File: config.mk
export PLATFORM = sky130hd
export DESIGN_NAME = civil_date_day_shift
export DESIGN_NICKNAME = d
export VERILOG_FILES = /design/src/hw/rtl/cdds_pkg.sv /design/src/hw/rtl/civil_date_day_shift.sv
export SDC_FILE = /design/constraint.sdc
export NUM_CORES = 2
export LEC_CHECK = 0
export BUFFER_PORTS_ARGS = -buffer_cell sky130_fd_sc_hd__buf_2
export CAP_MARGIN = 0
export CELL_PAD_IN_SITES_DETAIL_PLACEMENT = 2
export CELL_PAD_IN_SITES_GLOBAL_PLACEMENT = 2
export CORE_ASPECT_RATIO = 0.7
export CORE_MARGIN = 2
export CORE_UTILIZATION = 41
export DETAILED_ROUTE_END_ITERATION = 7
export PLACE_DENSITY = 0.77
export SKIP_LAST_GASP = 1
export SLEW_MARGIN = 20
export SYNTH_ARGS = -nofsm -noshare
export SYNTH_HDL_FRONTEND = slang
export SYNTH_SLANG_ARGS = --single-unit
File: constraint.sdc
create_clock -name i_clk -period 8 [get_ports i_clk]
set_clock_uncertainty 0.05 [all_clocks]
set_input_delay 0.4 -clock i_clk [delete_from_list [all_inputs] [get_ports i_clk]]
set_output_delay 0.4 -clock i_clk [all_outputs]
set_load 0.05 [all_outputs]
File: src/hw/rtl/cdds_pkg.sv
// ----------------------------------------------------------------------------
// cdds_pkg - civil date day shift package
// constants, reciprocal factors and small tables shared by the date pipeline
// ----------------------------------------------------------------------------
package cdds_pkg;

    localparam int unsigned STAGES        = 14;

    localparam int unsigned YEAR_W        = 14;
    localparam int unsigned MONTH_W       = 4;
    localparam int unsigned DAY_W         = 5;
    localparam int unsigned DELTA_W       = 23;
    localparam int unsigned OUT_YEAR_W    = 16;

    localparam int unsigned DAYS_PER_ERA  = 146097;
    localparam int unsigned YEARS_PER_ERA = 400;
    localparam int unsigned DAYS_PER_YEAR = 365;
    localparam int unsigned DAYS_PER_4Y   = 1460;
    localparam int unsigned DAYS_PER_100Y = 36524;
    localparam int unsigned LAST_DOE      = 146096;

    // eras added so that every day count stays positive
    localparam int unsigned ERA_BIAS      = 32;

    // truncated reciprocals: q = (n * RECIP) >> SHIFT is exact or one low
    localparam int unsigned ERA_Y_SHIFT   = 15;
    localparam int unsigned ERA_Y_RECIP   = (1 << ERA_Y_SHIFT) / YEARS_PER_ERA;
    localparam int unsigned ERA_D_SHIFT   = 24;
    localparam int unsigned ERA_D_RECIP   = (1 << ERA_D_SHIFT) / DAYS_PER_ERA;
    localparam int unsigned Q4Y_SHIFT     = 18;
    localparam int unsigned Q4Y_RECIP     = (1 << Q4Y_SHIFT) / DAYS_PER_4Y;
    localparam int unsigned YEAR_SHIFT    = 18;
    localparam int unsigned YEAR_RECIP    = (1 << YEAR_SHIFT) / DAYS_PER_YEAR;

    // first day of each month in a march-based year
    function automatic logic [8:0] month_start(input logic [3:0] mp);
        logic [8:0] s;
        unique case (mp)
            4'd0:    s = 9'd0;
            4'd1:    s = 9'd31;
            4'd2:    s = 9'd61;
            4'd3:    s = 9'd92;
            4'd4:    s = 9'd122;
            4'd5:    s = 9'd153;
            4'd6:    s = 9'd184;
            4'd7:    s = 9'd214;
            4'd8:    s = 9'd245;
            4'd9:    s = 9'd275;
            4'd10:   s = 9'd306;
            4'd11:   s = 9'd337;
            default: s = 9'd0;
        endcase
        return s;
    endfunction

    // n / 100 for n below 400
    function automatic logic [2:0] div100(input logic [8:0] n);
        logic [14:0] p;
        p = 15'(n) * 15'(41);
        return p[14:12];
    endfunction

    // day of era from year of era and day of year
    function automatic logic [17:0] era_day(input logic [8:0] yoe, input logic [8:0] doy);
        return 18'(yoe) * 18'(DAYS_PER_YEAR) + 18'(yoe >> 2) - 18'(div100(yoe)) + 18'(doy);
    endfunction

endpackage

File: src/hw/rtl/civil_date_day_shift.sv
// ----------------------------------------------------------------------------
// civil_date_day_shift - shift a gregorian date by a signed number of days
// converts the date to a day count, adds the offset and converts back
// ----------------------------------------------------------------------------
// Input channel: i_valid / o_stall carry one item of i_year, i_month, i_day
// and i_day_delta; an item is taken at a clock edge with i_valid high and
// o_stall low. Output channel: o_valid / i_stall carry the shifted year,
// month and day with o_status; a result is taken when o_valid is high and
// i_stall low.
// Each item gives exactly one result, in order. A month outside 1..12 or a
// day of zero gives o_status high with the date fields at zero.
// o_valid rises when an accepted item reaches the last stage register, so
// the result can then be taken. One item is accepted every cycle while
// o_stall is low; the rate is set by the 14-stage pipeline of constant
// reciprocal divisions (by 400, 146097, 1460 and 365), one per stage pair.
// When i_stall is high the pipeline closes up its empty stages and keeps
// taking items until every stage holds one; only then does o_stall rise.
// The held result stays unchanged while stalled.
// Synchronous active-low reset empties the pipeline; no result is pending
// after it, and no clearing pass is needed.
// ----------------------------------------------------------------------------
module civil_date_day_shift (
    input  logic        i_clk,
    input  logic        i_rst_n,
    input  logic        i_valid,
    output logic        o_stall,
    input  logic [13:0] i_year,
    input  logic [3:0]  i_month,
    input  logic [4:0]  i_day,
    input  logic signed [22:0] i_day_delta,
    output logic        o_valid,
    input  logic        i_stall,
    output logic signed [15:0] o_shifted_year,
    output logic [3:0]  o_shifted_month,
    output logic [4:0]  o_shifted_day,
    output logic        o_status
);

    localparam int unsigned LAST = cdds_pkg::STAGES - 1;

    logic [LAST:0] r_valid;
    logic [LAST:0] r_err;
    logic [LAST:0] en;

    // stage registers
    logic [14:0] r_s0_yp;
    logic [8:0]  r_s0_doy;
    logic [22:0] r_s0_delta;
    logic [14:0] r_s1_yp;
    logic [5:0]  r_s1_q;
    logic [8:0]  r_s1_doy;
    logic [22:0] r_s1_delta;
    logic [5:0]  r_s2_era;
    logic [8:0]  r_s2_yoe;
    logic [8:0]  r_s2_doy;
    logic [22:0] r_s2_delta;
    logic [17:0] r_s3_doe;
    logic [23:0] r_s3_era_days;
    logic [22:0] r_s3_delta;
    logic [23:0] r_s4_z;
    logic [23:0] r_s5_z;
    logic [6:0]  r_s5_q;
    logic [6:0]  r_s6_era;
    logic [17:0] r_s6_doe;
    logic [6:0]  r_s7_era;
    logic [17:0] r_s7_doe;
    logic [6:0]  r_s7_q;
    logic [2:0]  r_s7_c100;
    logic        r_s7_c400;
    logic [6:0]  r_s8_era;
    logic [17:0] r_s8_doe;
    logic [17:0] r_s8_t;
    logic [6:0]  r_s9_era;
    logic [17:0] r_s9_doe;
    logic [17:0] r_s9_t;
    logic [8:0]  r_s9_q;
    logic [6:0]  r_s10_era;
    logic [17:0] r_s10_doe;
    logic [8:0]  r_s10_yoe;
    logic [8:0]  r_s11_doy;
    logic [15:0] r_s11_year;
    logic [8:0]  r_s12_doy;
    logic [15:0] r_s12_year;
    logic [3:0]  r_s12_mp;
    logic [15:0] r_s13_year;
    logic [3:0]  r_s13_month;
    logic [4:0]  r_s13_day;

    // next values
    logic        n_s0_err;
    logic        n_s0_early;
    logic [3:0]  n_s0_idx;
    logic [14:0] n_s0_yp;
    logic [8:0]  n_s0_doy;
    logic [5:0]  n_s1_q;
    logic [14:0] n_s2_rem;
    logic        n_s2_fix;
    logic [5:0]  n_s2_era;
    logic [8:0]  n_s2_yoe;
    logic [17:0] n_s3_doe;
    logic [23:0] n_s3_era_days;
    logic [24:0] n_s4_sum;
    logic [6:0]  n_s5_q;
    logic [23:0] n_s6_rem;
    logic        n_s6_fix;
    logic [6:0]  n_s6_era;
    logic [17:0] n_s6_doe;
    logic [6:0]  n_s7_q;
    logic [2:0]  n_s7_c100;
    logic        n_s7_c400;
    logic [17:0] n_s8_rem;
    logic [6:0]  n_s8_q;
    logic [17:0] n_s8_t;
    logic [8:0]  n_s9_q;
    logic [17:0] n_s10_rem;
    logic [8:0]  n_s10_yoe;
    logic [8:0]  n_s11_doy;
    logic [16:0] n_s11_year;
    logic [3:0]  n_s12_mp;
    logic [15:0] n_s13_year;
    logic [3:0]  n_s13_month;
    logic [4:0]  n_s13_day;
    logic [8:0]  n_s13_doff;

    // stage enables, a stage loads when empty or when its successor loads
    always_comb begin
        en[LAST] = !r_valid[LAST] || !i_stall;
        for (int k = int'(LAST) - 1; k >= 0; k--) begin
            en[k] = !r_valid[k] || en[k + 1];
        end
    end

    assign o_stall = !en[0];

    always_ff @(posedge i_clk) begin
        if (!i_rst_n) begin
            r_valid <= '0;
        end else begin
            if (en[0]) begin
                r_valid[0] <= i_valid;
            end
            for (int k = 1; k <= int'(LAST); k++) begin
                if (en[k]) begin
                    r_valid[k] <= r_valid[k - 1];
                end
            end
        end
    end

    always_ff @(posedge i_clk) begin
        if (en[0]) begin
            r_err[0] <= n_s0_err;
        end
        for (int k = 1; k <= int'(LAST); k++) begin
            if (en[k]) begin
                r_err[k] <= r_err[k - 1];
            end
        end
    end

    // stage 0: range check, march-based year and day of year
    always_comb begin
        n_s0_err   = (i_month == 4'd0) || (i_month > 4'd12) || (i_day == 5'd0);
        n_s0_early = (i_month <= 4'd2);
        n_s0_idx   = n_s0_early ? (i_month + 4'd9) : (i_month - 4'd3);
        n_s0_yp    = 15'(i_year) + 15'(cdds_pkg::YEARS_PER_ERA) - 15'(n_s0_early);
        n_s0_doy   = cdds_pkg::month_start(n_s0_idx) + 9'(i_day) - 9'd1;
    end

    always_ff @(posedge i_clk) begin
        if (en[0]) begin
            r_s0_yp    <= n_s0_yp;
            r_s0_doy   <= n_s0_doy;
            r_s0_delta <= i_day_delta;
        end
    end

    // stage 1: era estimate
    assign n_s1_q = 6'((32'(r_s0_yp) * 32'(cdds_pkg::ERA_Y_RECIP)) >> cdds_pkg::ERA_Y_SHIFT);

    always_ff @(posedge i_clk) begin
        if (en[1]) begin
            r_s1_yp    <= r_s0_yp;
            r_s1_q     <= n_s1_q;
            r_s1_doy   <= r_s0_doy;
            r_s1_delta <= r_s0_delta;
        end
    end

    // stage 2: era correction and year of era
    always_comb begin
        n_s2_rem = r_s1_yp - 15'(r_s1_q) * 15'(cdds_pkg::YEARS_PER_ERA);
        n_s2_fix = (n_s2_rem >= 15'(cdds_pkg::YEARS_PER_ERA));
        n_s2_era = r_s1_q + 6'(n_s2_fix);
        n_s2_yoe = n_s2_fix ? 9'(n_s2_rem - 15'(cdds_pkg::YEARS_PER_ERA)) : 9'(n_s2_rem);
    end

    always_ff @(posedge i_clk) begin
        if (en[2]) begin
            r_s2_era   <= n_s2_era;
            r_s2_yoe   <= n_s2_yoe;
            r_s2_doy   <= r_s1_doy;
            r_s2_delta <= r_s1_delta;
        end
    end

    // stage 3: day of era and biased era start
    always_comb begin
        n_s3_doe      = cdds_pkg::era_day(r_s2_yoe, r_s2_doy);
        n_s3_era_days = 24'(7'(r_s2_era) + 7'(cdds_pkg::ERA_BIAS - 1))
                        * 24'(cdds_pkg::DAYS_PER_ERA);
    end

    always_ff @(posedge i_clk) begin
        if (en[3]) begin
            r_s3_doe      <= n_s3_doe;
            r_s3_era_days <= n_s3_era_days;
            r_s3_delta    <= r_s2_delta;
        end
    end

    // stage 4: add the offset, the biased count stays positive
    assign n_s4_sum = {1'b0, r_s3_era_days} + {7'b0, r_s3_doe}
                    + {{2{r_s3_delta[22]}}, r_s3_delta};

    always_ff @(posedge i_clk) begin
        if (en[4]) begin
            r_s4_z <= n_s4_sum[23:0];
        end
    end

    // stage 5: era estimate of the shifted count
    assign n_s5_q = 7'((32'(r_s4_z) * 32'(cdds_pkg::ERA_D_RECIP)) >> cdds_pkg::ERA_D_SHIFT);

    always_ff @(posedge i_clk) begin
        if (en[5]) begin
            r_s5_z <= r_s4_z;
            r_s5_q <= n_s5_q;
        end
    end

    // stage 6: era correction and day of era
    always_comb begin
        n_s6_rem = r_s5_z - 24'(r_s5_q) * 24'(cdds_pkg::DAYS_PER_ERA);
        n_s6_fix = (n_s6_rem >= 24'(cdds_pkg::DAYS_PER_ERA));
        n_s6_era = r_s5_q + 7'(n_s6_fix);
        n_s6_doe = n_s6_fix ? 18'(n_s6_rem - 24'(cdds_pkg::DAYS_PER_ERA)) : 18'(n_s6_rem);
    end

    always_ff @(posedge i_clk) begin
        if (en[6]) begin
            r_s6_era <= n_s6_era;
            r_s6_doe <= n_s6_doe;
        end
    end

    // stage 7: four-year estimate, century and era-end counts
    always_comb begin
        n_s7_q    = 7'((32'(r_s6_doe) * 32'(cdds_pkg::Q4Y_RECIP)) >> cdds_pkg::Q4Y_SHIFT);
        n_s7_c100 = 3'(r_s6_doe >= 18'(cdds_pkg::DAYS_PER_100Y))
                  + 3'(r_s6_doe >= 18'(2 * cdds_pkg::DAYS_PER_100Y))
                  + 3'(r_s6_doe >= 18'(3 * cdds_pkg::DAYS_PER_100Y))
                  + 3'(r_s6_doe >= 18'(4 * cdds_pkg::DAYS_PER_100Y));
        n_s7_c400 = (r_s6_doe == 18'(cdds_pkg::LAST_DOE));
    end

    always_ff @(posedge i_clk) begin
        if (en[7]) begin
            r_s7_era  <= r_s6_era;
            r_s7_doe  <= r_s6_doe;
            r_s7_q    <= n_s7_q;
            r_s7_c100 <= n_s7_c100;
            r_s7_c400 <= n_s7_c400;
        end
    end

    // stage 8: correct the four-year count, leap-free day count
    always_comb begin
        n_s8_rem = r_s7_doe - 18'(r_s7_q) * 18'(cdds_pkg::DAYS_PER_4Y);
        n_s8_q   = r_s7_q + 7'(n_s8_rem >= 18'(cdds_pkg::DAYS_PER_4Y));
        n_s8_t   = r_s7_doe - 18'(n_s8_q) + 18'(r_s7_c100) - 18'(r_s7_c400);
    end

    always_ff @(posedge i_clk) begin
        if (en[8]) begin
            r_s8_era <= r_s7_era;
            r_s8_doe <= r_s7_doe;
            r_s8_t   <= n_s8_t;
        end
    end

    // stage 9: year of era estimate
    assign n_s9_q = 9'((32'(r_s8_t) * 32'(cdds_pkg::YEAR_RECIP)) >> cdds_pkg::YEAR_SHIFT);

    always_ff @(posedge i_clk) begin
        if (en[9]) begin
            r_s9_era <= r_s8_era;
            r_s9_doe <= r_s8_doe;
            r_s9_t   <= r_s8_t;
            r_s9_q   <= n_s9_q;
        end
    end

    // stage 10: year of era correction
    always_comb begin
        n_s10_rem = r_s9_t - 18'(r_s9_q) * 18'(cdds_pkg::DAYS_PER_YEAR);
        n_s10_yoe = r_s9_q + 9'(n_s10_rem >= 18'(cdds_pkg::DAYS_PER_YEAR));
    end

    always_ff @(posedge i_clk) begin
        if (en[10]) begin
            r_s10_era <= r_s9_era;
            r_s10_doe <= r_s9_doe;
            r_s10_yoe <= n_s10_yoe;
        end
    end

    // stage 11: day of year and unbiased march-based year
    always_comb begin
        n_s11_doy  = 9'(r_s10_doe - cdds_pkg::era_day(r_s10_yoe, 9'd0));
        n_s11_year = 17'(r_s10_yoe) + 17'(r_s10_era) * 17'(cdds_pkg::YEARS_PER_ERA)
                   - 17'(cdds_pkg::ERA_BIAS * cdds_pkg::YEARS_PER_ERA);
    end

    always_ff @(posedge i_clk) begin
        if (en[11]) begin
            r_s11_doy  <= n_s11_doy;
            r_s11_year <= n_s11_year[15:0];
        end
    end

    // stage 12: march-based month by comparing against month starts
    always_comb begin
        n_s12_mp = 4'd0;
        for (int k = 1; k < 12; k++) begin
            n_s12_mp = n_s12_mp + 4'(r_s11_doy >= cdds_pkg::month_start(4'(k)));
        end
    end

    always_ff @(posedge i_clk) begin
        if (en[12]) begin
            r_s12_doy  <= r_s11_doy;
            r_s12_year <= r_s11_year;
            r_s12_mp   <= n_s12_mp;
        end
    end

    // stage 13: calendar month, day and year, error items give zeros
    always_comb begin
        n_s13_doff = r_s12_doy - cdds_pkg::month_start(r_s12_mp) + 9'd1;
        if (r_err[12]) begin
            n_s13_year  = '0;
            n_s13_month = '0;
            n_s13_day   = '0;
        end else begin
            n_s13_year  = r_s12_year + 16'(r_s12_mp >= 4'd10);
            n_s13_month = (r_s12_mp < 4'd10) ? (r_s12_mp + 4'd3) : (r_s12_mp - 4'd9);
            n_s13_day   = n_s13_doff[4:0];
        end
    end

    always_ff @(posedge i_clk) begin
        if (en[13]) begin
            r_s13_year  <= n_s13_year;
            r_s13_month <= n_s13_month;
            r_s13_day   <= n_s13_day;
        end
    end

    assign o_valid         = r_valid[LAST];
    assign o_shifted_year  = $signed(r_s13_year);
    assign o_shifted_month = r_s13_month;
    assign o_shifted_day   = r_s13_day;
    assign o_status        = r_err[LAST];

`ifndef SYNTHESIS
    a_err_zero: assert property (@(posedge i_clk) disable iff (!i_rst_n)
        o_valid && o_status |->
            o_shifted_year == 16'sd0 && o_shifted_month == 4'd0 && o_shifted_day == 5'd0)
        else $error("error item with non-zero date");

    a_date_range: assert property (@(posedge i_clk) disable iff (!i_rst_n)
        o_valid && !o_status |->
            o_shifted_month >= 4'd1 && o_shifted_month <= 4'd12 && o_shifted_day != 5'd0)
        else $error("shifted month or day out of range");

    a_yoe_in: assert property (@(posedge i_clk) disable iff (!i_rst_n)
        r_valid[3] && $past(en[2]) |-> $past(n_s2_yoe) < 9'd400)
        else $error("input year of era not corrected");

    a_doe_out: assert property (@(posedge i_clk) disable iff (!i_rst_n)
        r_valid[6] |-> r_s6_doe <= 18'(cdds_pkg::LAST_DOE))
        else $error("day of era not corrected");

    a_yoe_out: assert property (@(posedge i_clk) disable iff (!i_rst_n)
        r_valid[10] |-> r_s10_yoe < 9'd400)
        else $error("output year of era not corrected");

    a_stall_full: assert property (@(posedge i_clk) disable iff (!i_rst_n)
        o_stall |-> (&r_valid) && i_stall)
        else $error("input stalled with an empty stage");
`endif

endmodule
* After elaboration in Yosys (flattened, before gate mapping)
Memories as Yosys holds them, arrays and structs flattened. A register that Yosys moved wholly into a read port is not among the register bits.
Index checks and enable logic that the tools add are counted.
** Operators by class
- Add/subtract/negate cells :: 48
- Multipliers :: 14
- Magnitude comparators :: 23
- Eq/ne operators :: 1
- Muxes and demuxes :: 5
- Reduce and logical (&&, ||, !) cells :: 34
** Operators with widths (count)
- 7-bit by 18-bit multiplier with 24-bit output (second input constant) :: 2
- 18-bit by 17-bit greater-or-equal comparator with 1-bit output (second input constant) :: 2
- 9-bit by 8-bit greater-or-equal comparator with 1-bit output (second input constant) :: 4
- 9-bit by 9-bit multiplier with 18-bit output (second input constant) :: 2
- 18-bit subtractor :: 2
- 24-bit by 6-bit multiplier with 30-bit output (second input constant) :: 1
- 9-bit by 6-bit multiplier with 15-bit output (second input constant) :: 2
- 4-bit by 1-bit adder with 4-bit output :: 7
- 9-bit greater-or-equal comparator (second input constant) :: 3
- 18-bit by 9-bit multiplier with 26-bit output (second input constant) :: 1
- 18-bit by 8-bit multiplier with 25-bit output (second input constant) :: 1
- 24-bit by 18-bit adder with 24-bit output :: 1
- 24-bit adder :: 1
- 24-bit by 18-bit greater-or-equal comparator with 1-bit output (second input constant) :: 1
- 24-bit subtractor :: 1
- 15-bit by 7-bit multiplier with 21-bit output (second input constant) :: 1
- 18-bit by 3-bit adder with 18-bit output :: 1
- 18-bit by 7-bit adder with 18-bit output :: 1
- 18-bit by 9-bit adder with 18-bit output :: 1
- 18-bit equality test (second input constant) :: 1
- 18-bit by 11-bit greater-or-equal comparator with 1-bit output (second input constant) :: 1
- 18-bit by 16-bit greater-or-equal comparator with 1-bit output (second input constant) :: 1
- 18-bit greater-or-equal comparator (second input constant) :: 1
- 18-bit by 9-bit greater-or-equal comparator with 1-bit output (second input constant) :: 1
- 49 further kinds :: 85
** Storage, ports and cells
- Flip-flop bits (word level) :: 533
- Memory bits (read-only) :: 288
- Input port bits :: 50
- Output and inout bits :: 28
- Logic and storage cells :: 197
- Memories kept :: 2
** Memory list
- (no name shown) :: depth 16, bits a word 9, rd ports 1, clocked after memory_dff 0, wr ports 0, line cdds_pkg.sv:38 : unique case (mp)
- (no name shown) :: depth 16, bits a word 9, rd ports 1, clocked after memory_dff 1, wr ports 0, line cdds_pkg.sv:38

* Longest topological paths before layout
- Depth in word-level cells :: 16
- Depth in mapped cells :: 39
- Mapped depth without buffers :: 39

* Worst setup path before layout
No wires, ideal clock.
- Kind :: register to register
- Start point :: register r_s7_q[4]
- End point :: register r_s8_t[17], data pin
- Setup time :: 0.259 ns
- Arrival :: 7.727 ns
- Required time :: 7.691 ns
- Path slack :: -0.037 ns
- Stages on the path, launching flop included :: 38
- Cell sequence :: edfxtp_1 ha_1 ha_1 inv_1 fa_1 fa_1 inv_1 ha_1 inv_1 o31ai_1 a21oi_1 o21bai_1 a21oi_1 nor2_1 a211oi_1 a21oi_1 xnor2_1 ha_1 (+2 left out) mux2i_1 a31oi_1 nor4_1 nand4_1 ha_1 fa_1 fa_1 inv_1 ha_1 a21o_1 a211oi_1 nor2_1 o221ai_1 o21a_1 a21oi_1 a211oi_1 a21oi_1 xnor2_1
** Between the ends
- Cells in the longest elaborated chain, start to end :: 7
** RTL lines
- from (decl) :: line civil_date_day_shift.sv:67 : logic [6:0] r_s7_q;
- from (signal assigned) :: line civil_date_day_shift.sv:271 : r_s7_q <= n_s7_q;
- 7-bit by 9-bit multiplier with 16-bit output :: line civil_date_day_shift.sv:279 : n_s8_rem = r_s7_doe - 18'(r_s7_q) * 18'(cdds_pkg::DAYS_PER_4Y);
- 18-bit subtractor :: line civil_date_day_shift.sv:279
- 18-bit by 11-bit greater-or-equal comparator with 1-bit output :: line civil_date_day_shift.sv:280 : n_s8_q = r_s7_q + 7'(n_s8_rem >= 18'(cdds_pkg::DAYS_PER_4Y));
- 7-bit by 1-bit adder with 7-bit output * :: line civil_date_day_shift.sv:280
- 18-bit by 7-bit subtractor with 18-bit output * :: line civil_date_day_shift.sv:281 : n_s8_t = r_s7_doe - 18'(n_s8_q) + 18'(r_s7_c100) - 18'(r_s7_c400);
- 18-bit by 3-bit adder with 18-bit output * :: line civil_date_day_shift.sv:281
- 18-bit by 1-bit subtractor with 18-bit output * :: line civil_date_day_shift.sv:281
- net n_s8_t[17] :: line civil_date_day_shift.sv:113 : logic [17:0] n_s8_t;
- to (signal assigned) :: line civil_date_day_shift.sv:288 : r_s8_t <= n_s8_t;
- to (decl) :: line civil_date_day_shift.sv:72 : logic [17:0] r_s8_t;
Mark *: on every way through the listed nets, which the timed path passes. The rest lies on a longest branch.
A chain may end at the register's enable or synchronous reset.

* Final worst setup path
- Start point :: register r_s7_q[1]
- End point :: register r_s8_t[16], data pin
The elaborated chain is that of the path after synthesis.

==> results.ini <==
[status]
result_of_the_run=complete, but fails checks
violated_checks=negative setup slack

[cells_and_area]
area_delta_synth_final_pct=12.3
final_core_util=0.465
final-seq-area_mm2=0.0160
antennaDiodeCount=0
filler_cell_count=11500
multi_input_area_mm2=0.0279
final-instance-count-excl-fill=5897
final_layout_size_suffix_gt1_frac=0.0935
layout.nets=5594

[critical_path]
cpLargestDelayFamily=adder cells
worst_path_largest_cell_delay_ps=580
start_kind=flop
cp_slowest_cell=sky130_fd_sc_hd__fa_1
worstSetupEndpointType=flop
timing.critical_path.buf_inv=6
crit_arrival_ps=8890
required_time_worst_endpoint_ps=8370
crit_type=reg -> reg
worst-path-max-fanout=3

[logic_synthesis]
syn_area_mm2=0.0467
yosys.area_share.simple=0.0615
synth_cells=4066
synth_async_sr_flop_share=0
postSynthNetCount=5333
synth_top_cells_by_area=sky130_fd_sc_hd__edfxtp_1 33%, sky130_fd_sc_hd__ha_1 22%, sky130_fd_sc_hd__fa_1 16%
synthDistinctLibCells=81
postSynthRegisterBits=538
synth_xor_area_frac=0.0534
synth-compound-area-share=0.0827
synthTopCellsByCount=846 x sky130_fd_sc_hd__inv_1, 835 x sky130_fd_sc_hd__ha_1, 519 x sky130_fd_sc_hd__edfxtp_1, 382 x sky130_fd_sc_hd__fa_1, 197 x sky130_fd_sc_hd__xnor2_1
yosys.area.top_type_share=0.334
yosys.area_share.adder=0.387
synthMostInstantiatedCell=sky130_fd_sc_hd__inv_1
post-synth-top-area-cell=sky130_fd_sc_hd__edfxtp_1
number_of_flops_mapped_to_enable_cells_by_yosys=519
synth_area_per_cell_um2=11.5
sequential_cell_area_fraction_in_the_yosys_report=0.342
yosysWarningCount=0
share_of_cell_area_taken_by_muxes_after_synthesis=0.00244
synth_top_family_by_area=adder cells
synth-main-ff-cell=sky130_fd_sc_hd__edfxtp_1

[global_routing]
gr-total-overflow=0
grt_antenna_before_repair=1
grtUsageTotal=0.236
maximum_number_of_pins_on_one_net_before_global_route_repair=67
first_pass_grt_wire_length_mm=215
grt_pass1_vias=36600

[sta]
period_needed_ps=8520
setup_viol=11
timing.final.crit_share=1.07
pins_over_slew_limit=0
final.setup.worst_slack_ps=-521
rsz_0062_raised_after_global_routing=true
finalHoldViolations=0
slew_worst_pin_ps=1120
timing.slew.headroom=0.255
max_freq_mhz=117

[routing]
post_route_m1_wl_mm=61.0
wirelength_mm=136
route.top_layer_used=met4
starting_drc_count_in_detailed_routing=1516
drtPass1Iterations=4
dr_wl_met3_mm=5.04
wire_per_inst_um=23.1
drt.antenna.violating_nets=0
vias=31200
drt-vias-per-instance=5.28
detailroute.wirelength.met2_mm=67.4
drc_errors=0

[floorplanning]
die-area_mm2=0.117
die_h_um=286
floorplan.core_area_mm2=0.113
die_x_um=407
rows=103
start_util=0.414
io-pin-count=78

[placement]
gp_routability_congestion=0.829
port_buffers=77
dpl.hpwl_mm=107
place_ws_ps=-1100
dpl.cell_count=5739

[clocking]
tritoncts=done
max-clock-path-buffers=3
numCtsBuffers=59
cts-root-buf=sky130_fd_sc_hd__clkbuf_16
path_clk_slew_ps=70
clock_latency_ps=680
htree_levels=2
cts_sinks=538

[run]
max_cap_viol_count=0

[hold_path]
min_path_type=in -> reg

per-layer routing:
metal / GRT usage / up-vias
li1: - / 14300
met2: 0.415 / 516
met3: 0.0326 / 183
met4: 0.0523 / 0
met1: 0.309 / 16100
met5: 0 / -
sequential cells by signal, indices dropped and copies added, names as in the netlist, 23 cells and up, named ones only:
register       count
r_s3_era_days     24
r_s4_z            24
r_s5_z            24
r_s0_delta        23
r_s1_delta        23
r_s2_delta        23
r_s3_delta        23
area by class of cell:
type,instances,area share
flip-flops and latches,538,0.304
inverters,846,0.0606
repair buffers,227,0.0306
clock buffers,79,0.0309
multi-input cells,2655,0.531
well taps,1522,0.0363
clock inverters,30,0.00618
kinds of logic (layout without fill, tap and decap cells):
logic type,Yosys count,in the layout
simple gates,563,563
mux,11,11
xor+xnor,285,285
compound gates,579,579
buf+inv,873,1182
flops,538,538
fa+ha+maj,1217,1217
final timing paths:
| kind | startpoint | end | slack, ps | cells past startpoint |
|---|---|---|---|---|
| max | r_s7_q[1] | r_s8_t[16] | -520 | 39 |
| min | i_rst_n | r_valid[0] | 80 | 2 |
| min reg2reg | r_s8_doe[6] | r_s9_doe[6] | 330 | 0 |
| max reg2reg | r_s7_q[1] | r_s8_t[16] | -520 | 39 |
what timing repair did:
action / in CTS / in global routing
hold buffers: 26 / 0
hold endpoints to repair: 26 / 0
gates resized for setup: 63 / 32
setup endpoints to repair: 14 / 22
setup buffers: 17 / 8
pin swaps: 51 / 33
cells in the final DEF (no fill, tap or decap), drive strengths merged, types with 59 or more instances in the layout:
cell and instances:
ha 835, inv 847, xor2 88, nand2 113
nor2 128, o21ai 94, edfxtp 519, fa 382
buf 201, clkbuf 79, a21o 59, a21oi 167
xnor2 197
stage by stage:
stage	hold slack, ps	TNS [ps]	area, um^2
after floorplan	350	0	46700
after global placement	351	-4440	49600
after detailed placement	355	-8720	49600
after CTS	34.7	-943	52300
after global routing	62.7	-7790	52500
final	83.1	-3580	52500
Power is left out: the tool's default activity adds up to more than one toggle a clock period on the data nets, which glitch-free logic cannot reach.
